$ cat src/rtl/core/iira_pkg.sv
// Shared types and constants for the indexed insert/remove array.
`default_nettype none
package iira_pkg;

  // Store geometry
  localparam int CAPACITY   = 256;
  localparam int WORD_WIDTH = 64;
  localparam int IDX_W      = $clog2(CAPACITY);
  localparam int CNT_W      = $clog2(CAPACITY + 1);

  // Port field widths
  localparam int MODE_W = 3;
  localparam int POS_W  = 9;
  localparam int VAL_W  = 64;
  localparam int LEN_W  = 9;
  localparam int STAT_W = 2;

  // Common width for position against count compares
  localparam int CMP_W = (POS_W > CNT_W) ? POS_W : CNT_W;

  typedef enum logic [MODE_W-1:0] {
    MODE_APPEND  = 3'd0,
    MODE_INSERT  = 3'd1,
    MODE_READ    = 3'd2,
    MODE_REMOVE  = 3'd3,
    MODE_REPLACE = 3'd4
  } mode_e;

  typedef enum logic [STAT_W-1:0] {
    ST_DONE  = 2'd0,
    ST_RANGE = 2'd1,
    ST_FULL  = 2'd2
  } status_e;

  // Request to the element memory
  typedef struct packed {
    logic                  we;
    logic [IDX_W-1:0]      waddr;
    logic [WORD_WIDTH-1:0] wdata;
    logic [IDX_W-1:0]      raddr;
  } ram_req_t;

  // Finished result of one request
  typedef struct packed {
    status_e          status;
    logic [VAL_W-1:0] read_value;
    logic [LEN_W-1:0] length;
  } res_t;

endpackage
`default_nettype wire

$ cat src/rtl/core/iira_ctrl.sv
// Request sequencer: range checks, shift loop and count keeping.
`default_nettype none
module iira_ctrl (
  input  wire logic                            clk_i,
  input  wire logic                            rst_ni,
  input  wire logic                            in_valid_i,
  output logic                                 in_stall_o,
  input  wire logic [iira_pkg::MODE_W-1:0]     mode_i,
  input  wire logic [iira_pkg::POS_W-1:0]      position_i,
  input  wire logic [iira_pkg::VAL_W-1:0]      new_value_i,
  output logic                                 res_valid_o,
  input  wire logic                            res_stall_i,
  output iira_pkg::res_t                       res_o,
  output iira_pkg::ram_req_t                   ram_req_o,
  input  wire logic [iira_pkg::WORD_WIDTH-1:0] ram_rdata_i
);
  import iira_pkg::*;

  typedef enum logic [2:0] {
    S_IDLE,
    S_EXEC,
    S_SHIFT,
    S_DRAIN,
    S_PUT,
    S_RDWAIT,
    S_RESP
  } state_e;

  state_e                state_q, state_d;
  logic [CNT_W-1:0]      count_q, count_d;
  mode_e                 mode_q, mode_d;
  logic [POS_W-1:0]      pos_q, pos_d;
  logic [WORD_WIDTH-1:0] word_q, word_d;
  logic [IDX_W-1:0]      ptr_q, ptr_d;
  logic [IDX_W-1:0]      end_q, end_d;
  logic                  pend_q, pend_d;
  logic [IDX_W-1:0]      pend_addr_q, pend_addr_d;
  status_e               status_q, status_d;
  logic [VAL_W-1:0]      rdval_q, rdval_d;

  logic [CMP_W-1:0] cnt_ext;
  logic [CMP_W-1:0] pos_ext;
  logic [IDX_W-1:0] pos_idx;
  logic             full;
  logic             is_ins;

  assign cnt_ext = CMP_W'(count_q);
  assign pos_ext = CMP_W'(pos_q);
  assign pos_idx = IDX_W'(pos_ext);
  assign full    = (count_q == CNT_W'(CAPACITY));
  assign is_ins  = (mode_q == MODE_INSERT);

  assign in_stall_o  = (state_q != S_IDLE);
  assign res_valid_o = (state_q == S_RESP);
  assign res_o.status     = status_q;
  assign res_o.read_value = rdval_q;
  assign res_o.length     = LEN_W'(count_q);

  // Sequence one request at a time
  always_comb begin
    state_d     = state_q;
    count_d     = count_q;
    mode_d      = mode_q;
    pos_d       = pos_q;
    word_d      = word_q;
    ptr_d       = ptr_q;
    end_d       = end_q;
    pend_d      = pend_q;
    pend_addr_d = pend_addr_q;
    status_d    = status_q;
    rdval_d     = rdval_q;
    ram_req_o   = '0;

    case (state_q)
      S_IDLE: begin
        if (in_valid_i) begin
          mode_d   = mode_e'(mode_i);
          pos_d    = position_i;
          word_d   = WORD_WIDTH'(new_value_i);
          status_d = ST_DONE;
          rdval_d  = '0;
          pend_d   = 1'b0;
          state_d  = S_EXEC;
        end
      end

      S_EXEC: begin
        state_d = S_RESP;
        case (mode_q)
          MODE_APPEND: begin
            if (full) begin
              status_d = ST_FULL;
            end else begin
              ram_req_o.we    = 1'b1;
              ram_req_o.waddr = IDX_W'(cnt_ext);
              ram_req_o.wdata = word_q;
              count_d         = count_q + 1'b1;
            end
          end
          MODE_INSERT: begin
            if (pos_ext > cnt_ext) begin
              status_d = ST_RANGE;
            end else if (full) begin
              status_d = ST_FULL;
            end else if (pos_ext == cnt_ext) begin
              ram_req_o.we    = 1'b1;
              ram_req_o.waddr = pos_idx;
              ram_req_o.wdata = word_q;
              count_d         = count_q + 1'b1;
            end else begin
              // move entries up, from the top down to the position
              ptr_d   = IDX_W'(cnt_ext - 1'b1);
              end_d   = pos_idx;
              state_d = S_SHIFT;
            end
          end
          MODE_READ: begin
            if (pos_ext >= cnt_ext) begin
              status_d = ST_RANGE;
            end else begin
              ram_req_o.raddr = pos_idx;
              state_d         = S_RDWAIT;
            end
          end
          MODE_REMOVE: begin
            if (pos_ext >= cnt_ext) begin
              status_d = ST_RANGE;
            end else if (pos_ext == cnt_ext - 1'b1) begin
              count_d = count_q - 1'b1;
            end else begin
              // move entries down, from just above the position to the top
              ptr_d   = pos_idx + 1'b1;
              end_d   = IDX_W'(cnt_ext - 1'b1);
              state_d = S_SHIFT;
            end
          end
          MODE_REPLACE: begin
            if (pos_ext >= cnt_ext) begin
              status_d = ST_RANGE;
            end else begin
              ram_req_o.we    = 1'b1;
              ram_req_o.waddr = pos_idx;
              ram_req_o.wdata = word_q;
            end
          end
          default: begin
            status_d = ST_DONE;
          end
        endcase
      end

      S_SHIFT: begin
        // read one entry, write back the one read last cycle
        ram_req_o.raddr = ptr_q;
        if (pend_q) begin
          ram_req_o.we    = 1'b1;
          ram_req_o.waddr = pend_addr_q;
          ram_req_o.wdata = ram_rdata_i;
        end
        pend_d      = 1'b1;
        pend_addr_d = is_ins ? (ptr_q + 1'b1) : (ptr_q - 1'b1);
        if (ptr_q == end_q) begin
          state_d = S_DRAIN;
        end else begin
          ptr_d = is_ins ? (ptr_q - 1'b1) : (ptr_q + 1'b1);
        end
      end

      S_DRAIN: begin
        ram_req_o.we    = 1'b1;
        ram_req_o.waddr = pend_addr_q;
        ram_req_o.wdata = ram_rdata_i;
        pend_d          = 1'b0;
        if (is_ins) begin
          state_d = S_PUT;
        end else begin
          count_d = count_q - 1'b1;
          state_d = S_RESP;
        end
      end

      S_PUT: begin
        ram_req_o.we    = 1'b1;
        ram_req_o.waddr = pos_idx;
        ram_req_o.wdata = word_q;
        count_d         = count_q + 1'b1;
        state_d         = S_RESP;
      end

      S_RDWAIT: begin
        rdval_d = VAL_W'(ram_rdata_i);
        state_d = S_RESP;
      end

      S_RESP: begin
        if (!res_stall_i) begin
          state_d = S_IDLE;
        end
      end

      default: begin
        state_d = S_IDLE;
      end
    endcase
  end

  // Hold state, count and pending write-back flag
  always_ff @(posedge clk_i or negedge rst_ni) begin
    if (!rst_ni) begin
      state_q <= S_IDLE;
      count_q <= '0;
      pend_q  <= 1'b0;
    end else begin
      state_q <= state_d;
      count_q <= count_d;
      pend_q  <= pend_d;
    end
  end

  // Payload registers
  always_ff @(posedge clk_i) begin
    mode_q      <= mode_d;
    pos_q       <= pos_d;
    word_q      <= word_d;
    ptr_q       <= ptr_d;
    end_q       <= end_d;
    pend_addr_q <= pend_addr_d;
    status_q    <= status_d;
    rdval_q     <= rdval_d;
  end

endmodule
`default_nettype wire

$ cat config.mk
export PLATFORM = sky130hd
export DESIGN_NAME = iira_ctrl
export DESIGN_NICKNAME = d
export VERILOG_FILES = /design/src/rtl/core/iira_pkg.sv /design/src/rtl/core/iira_ctrl.sv
export SDC_FILE = /design/constraint.sdc
export NUM_CORES = 1
export LEC_CHECK = 0
export ABC_AREA = 1
export BUFFER_PORTS_ARGS = -buffer_cell sky130_fd_sc_hd__buf_4
export CAP_MARGIN = 40
export CELL_PAD_IN_SITES_DETAIL_PLACEMENT = 0
export CELL_PAD_IN_SITES_GLOBAL_PLACEMENT = 2
export CORE_ASPECT_RATIO = 1.4
export CORE_MARGIN = 5
export CORE_UTILIZATION = 30
export DETAILED_ROUTE_END_ITERATION = 8
export PLACE_DENSITY = 0.92
export SLEW_MARGIN = 25
export SYNTH_ARGS = -nofsm -noshare
export SYNTH_HDL_FRONTEND = slang
export SYNTH_SLANG_ARGS = --single-unit
$ cat constraint.sdc
create_clock -name clk_i -period 6.41 [get_ports clk_i]
set_clock_uncertainty 0.1 [all_clocks]
set_input_delay 1.282 -clock clk_i [delete_from_list [all_inputs] [get_ports clk_i]]
set_output_delay 1.282 -clock clk_i [all_outputs]
set_load 0.05 [all_outputs]
==> results.tsv <==
stage	metric	value	unit
run_status	outcome	complete, no violations	
floorplanning	I/O pin count	302	
global_route	M2 GR Usage	32.0	%
timing	final period utilization	78.2	%
floorplanning	Rows	76	
global_route	global routing usage on met1	18.3	%
route	drt drc	0	
global_route	first-pass GRT wire length	44100	µm
critical_path	Slowest-stage cell, CP	dfrtp_1	
pwr	leak pwr	5.82	nW
yosys	leading area contributor after synthesis	edfxtp_1	
critical_path	Worst EP arrival	3.63	ns
yosys	Synth top area share	53.9	%
yosys	Post-synth EDFFs	166	
critical_path	Critical Path RT	5.03	ns
clock_network	cts bufs inserted	17	
critical_path	RR Endpoint	end_q[0]$_DFFE_PP_	
critical_path	critical path startpoint	cnt_ext[3]$_DFFE_PN0P_	
route	Via density	4.59	
global_route	vias in the first global route	7735	
clock_network	Clock Tree Root	clkbuf_16	
critical_path	Max Fanout on Critical Path	64	
layout	ANT cells	0	
critical_path	startpoint type of the worst setup path	register	
layout	area growth from synthesis to layout	35.7	%
timing	Hold Slack	0.473	ns
yosys	Cell Area, Synth	9250	µm²
route	Total Wirelength	30400	µm
pwr	Worst IR Drop VDD	0.000235	V
global_route	antenna violations before repair	0	
placed_design	GP Congestion	0.854	
global_route	Total GRT Usage	17.1	%
yosys	most frequent cell after synthesis	nand2_1	
pwr	PwrDens	508	nW/µm²
clock_network	cts hold-fix bufs	0	
yosys	syn nets	1170	
clock_network	Setup Buffers After CTS	0	
placed_design	post-DP HPWL	23600	µm
yosys	Mean Syn Cell Area	9.14	µm²
yosys	synth top area cells	edfxtp_1 54%, nand2_1 12%, nor2_1 5.0%, inv_1 4.8%, dfrtp_1 3.5%	
yosys	synthesized flop and latch total	179	
yosys	post-synthesis sequential area ratio	57.4	%
hold_path	Hold Path Class	reg -> reg	
critical_path	Critical R2R Launch	cnt_ext[2]$_DFFE_PN0P_	
critical_path	Max stage delay on crit path	0.60	ns
layout	share of cells above drive strength 1	30.5	%
route	number of nets with antenna violations after routing	0	
timing	worst slew pin tran	0.745	ns
clock_network	CTS resizes	0	
placed_design	port bufs	301	
critical_path	reg2reg path depth	11	
timing	RSZ-0062 raised after global routing	no	
clock_network	CTS max path bufs	2	
yosys	top cells by count, synth	299 x nand2_1, 166 x edfxtp_1, 122 x nor2_1, 118 x inv_1, 51 x nand3_1	
yosys	Mapped Cells	1012	
timing	Max transition margin	50.4	%
critical_path	Setup crit end kind	output pin	
timing	Max Clk Rate	199	MHz
timing	Slew Limit Fails	0	
route	DR pass1 iterations	7	
critical_path	worst setup path class	reg -> out	
timing	Hold Vio Cnt, Final	0	
run	Max Cap Viol	0	
clock_network	Skew-Pair Late Insertion Delay	0.44	ns
critical_path	most used cell, CP	nand2_1	
route	DR vias	7849	
clock_network	Clk pin slew, worst setup/hold paths	0.08	ns
floorplanning	Initial Util	30.2	%
clock_network	CTS tree	yes	
timing	endpoints failing setup	0	
clock_network	H-tree levels	4	
route	initial detailed-routing violation count	511	
clock_network	Sink Count	179	
yosys	Synth cell types	49	
floorplanning	Die Y	218	µm
critical_path	Cell Chain, Critical Path	inv_1 > ha_1 > nand2_1 > nor2_1 > nand3_1 > inv_1 > nor2_2 > a21oi_4 > o21ai_2 > nand2_4 > nand2_8 > nand2_1 > nand2_1 > buf_4	
critical_path	CP endpoint	ram_req_o[54]	
global_route	GRT overflow	0	
global_route	largest net degree at the start of global routing	66	
floorplanning	total core area	30600	µm²
global_route	global route hottest layer	met2	
timing	Period minus WS final	5.01	ns
route	WL/cell	17.8	µm
critical_path	R2R setup slack	3.09	ns
yosys	synthesis warning total	0	
yosys	Main synth FF type	edfxtp_1	
floorplanning	die area	34500	µm²
global_route	GR Layer Usage met3	4.07	%
timing	Setup TNS	0	ns
floorplanning	DIE WIDTH	158	µm
layout	NumNets Final	1464	
yosys	FFs w/ async S/R, synth	7.26	%
routing by layer:
metal	vias to the layer above	wire length, µm
met5	-	0
met4	0	757
met3	41	2160
met2	289	16400
met1	3620	11100
li1	3899	-
report_power, final:
part / switching [mW] / total, mW / internal (mW)
registers: 0.187 / 1.80 / 1.62
logic: 2.51 / 3.44 / 0.935
clock network: 0.520 / 1.12 / 0.603
worst max-delay path, delay by kind of cell, from the launching register on:
family                     cells  cell delay, ns
buffers and inverters          3            0.52
AOI/OAI and AO/OA              2            0.44
adders and majority gates      1            0.31
and+or+nand+nor                8            1.24
DFF                            1            0.60
layout by cell type, fill, tap and decap left out, types with 2 or more instances in the layout:
cell type and count:
o211ai_1 4, o21ai_1 3, a21oi_1 19, xor2_1 20
a22oi_1 8, nand3_1 51, bufinv_16 2, a311oi_1 2
nand2_2 22, o21ai_0 41, nor2_2 9, inv_2 10
nor2_4 2, clkinv_8 5, xnor2_1 3, inv_1 118
a31oi_1 5, or2_2 2, dfrtp_1 13, edfxtp_1 166
ha_1 14, clkinv_4 2, nand2_1 298, nand4_1 5
nor3_1 5, inv_6 4, clkbuf_16 17, buf_4 308
nor2_1 121, o22ai_1 10, nand2_4 3, nor3_2 2
nand3b_1 3, buf_16 2
how the worst min path moves through the flow:
stage	startpoint	to	cells past startpoint
floorplan	pend_q$_DFFE_PN0P_	pend_q$_DFFE_PN0P_	2
global placement	pend_q$_DFFE_PN0P_	pend_q$_DFFE_PN0P_	2
detailed placement	pend_q$_DFFE_PN0P_	pend_q$_DFFE_PN0P_	2
CTS	pend_q$_DFFE_PN0P_	pend_q$_DFFE_PN0P_	2
global route	pend_q$_DFFE_PN0P_	pend_q$_DFFE_PN0P_	2
finish	pend_q$_DFFE_PN0P_	pend_q$_DFFE_PN0P_	2
sequential cells by signal (all words and copies together) (netlist names):
name and flops:
word_q 64, pend_q 1, pend_addr_q 8, end_q 8
pos_ext 9, state_q 3, mode_q 3, ptr_q 8
cnt_ext 9, status_q 2, rdval_q 64
area by class of cell:
class,count,area (µm²)
clock buffers,17,425
clock inverters,15,218
fillers,3099,18100
inverters,130,495
multi-input cells,667,3240
flip-flops and latches,179,5310
well taps,390,488
repair buffers,311,2370
stage by stage:
| stage | cell area (µm²) | util (%) | setup WS (ns) | power (mW) | instances |
|---|---|---|---|---|---|
| 3_5_place_dp | 11900 | 38.9 | 1.88 | 5.29 | 1677 |
| 3_3_place_gp | 11800 | 38.7 | 1.91 | 5.26 | 1674 |
| 5_1_grt | 12600 | 41.0 | 1.12 | 6.71 | 1709 |
| 4_1_cts | 12600 | 41.0 | 1.37 | 6.44 | 1709 |
| 6_report | 12600 | 41.0 | 1.40 | 6.37 | 1709 |
| 2_1_floorplan | 9250 | - | 1.30 | 4.19 | 1012 |
cells by family after synthesis:
group / count (synthesis) / synth area share (%)
simple gates: 526 / 24.1
flops: 179 / 57.4
buf+inv: 166 / 7.75
compound gates: 104 / 6.70
xor+xnor: 23 / 2.18
fa+ha+maj: 14 / 1.89
(Power assumes the default switching activity.)
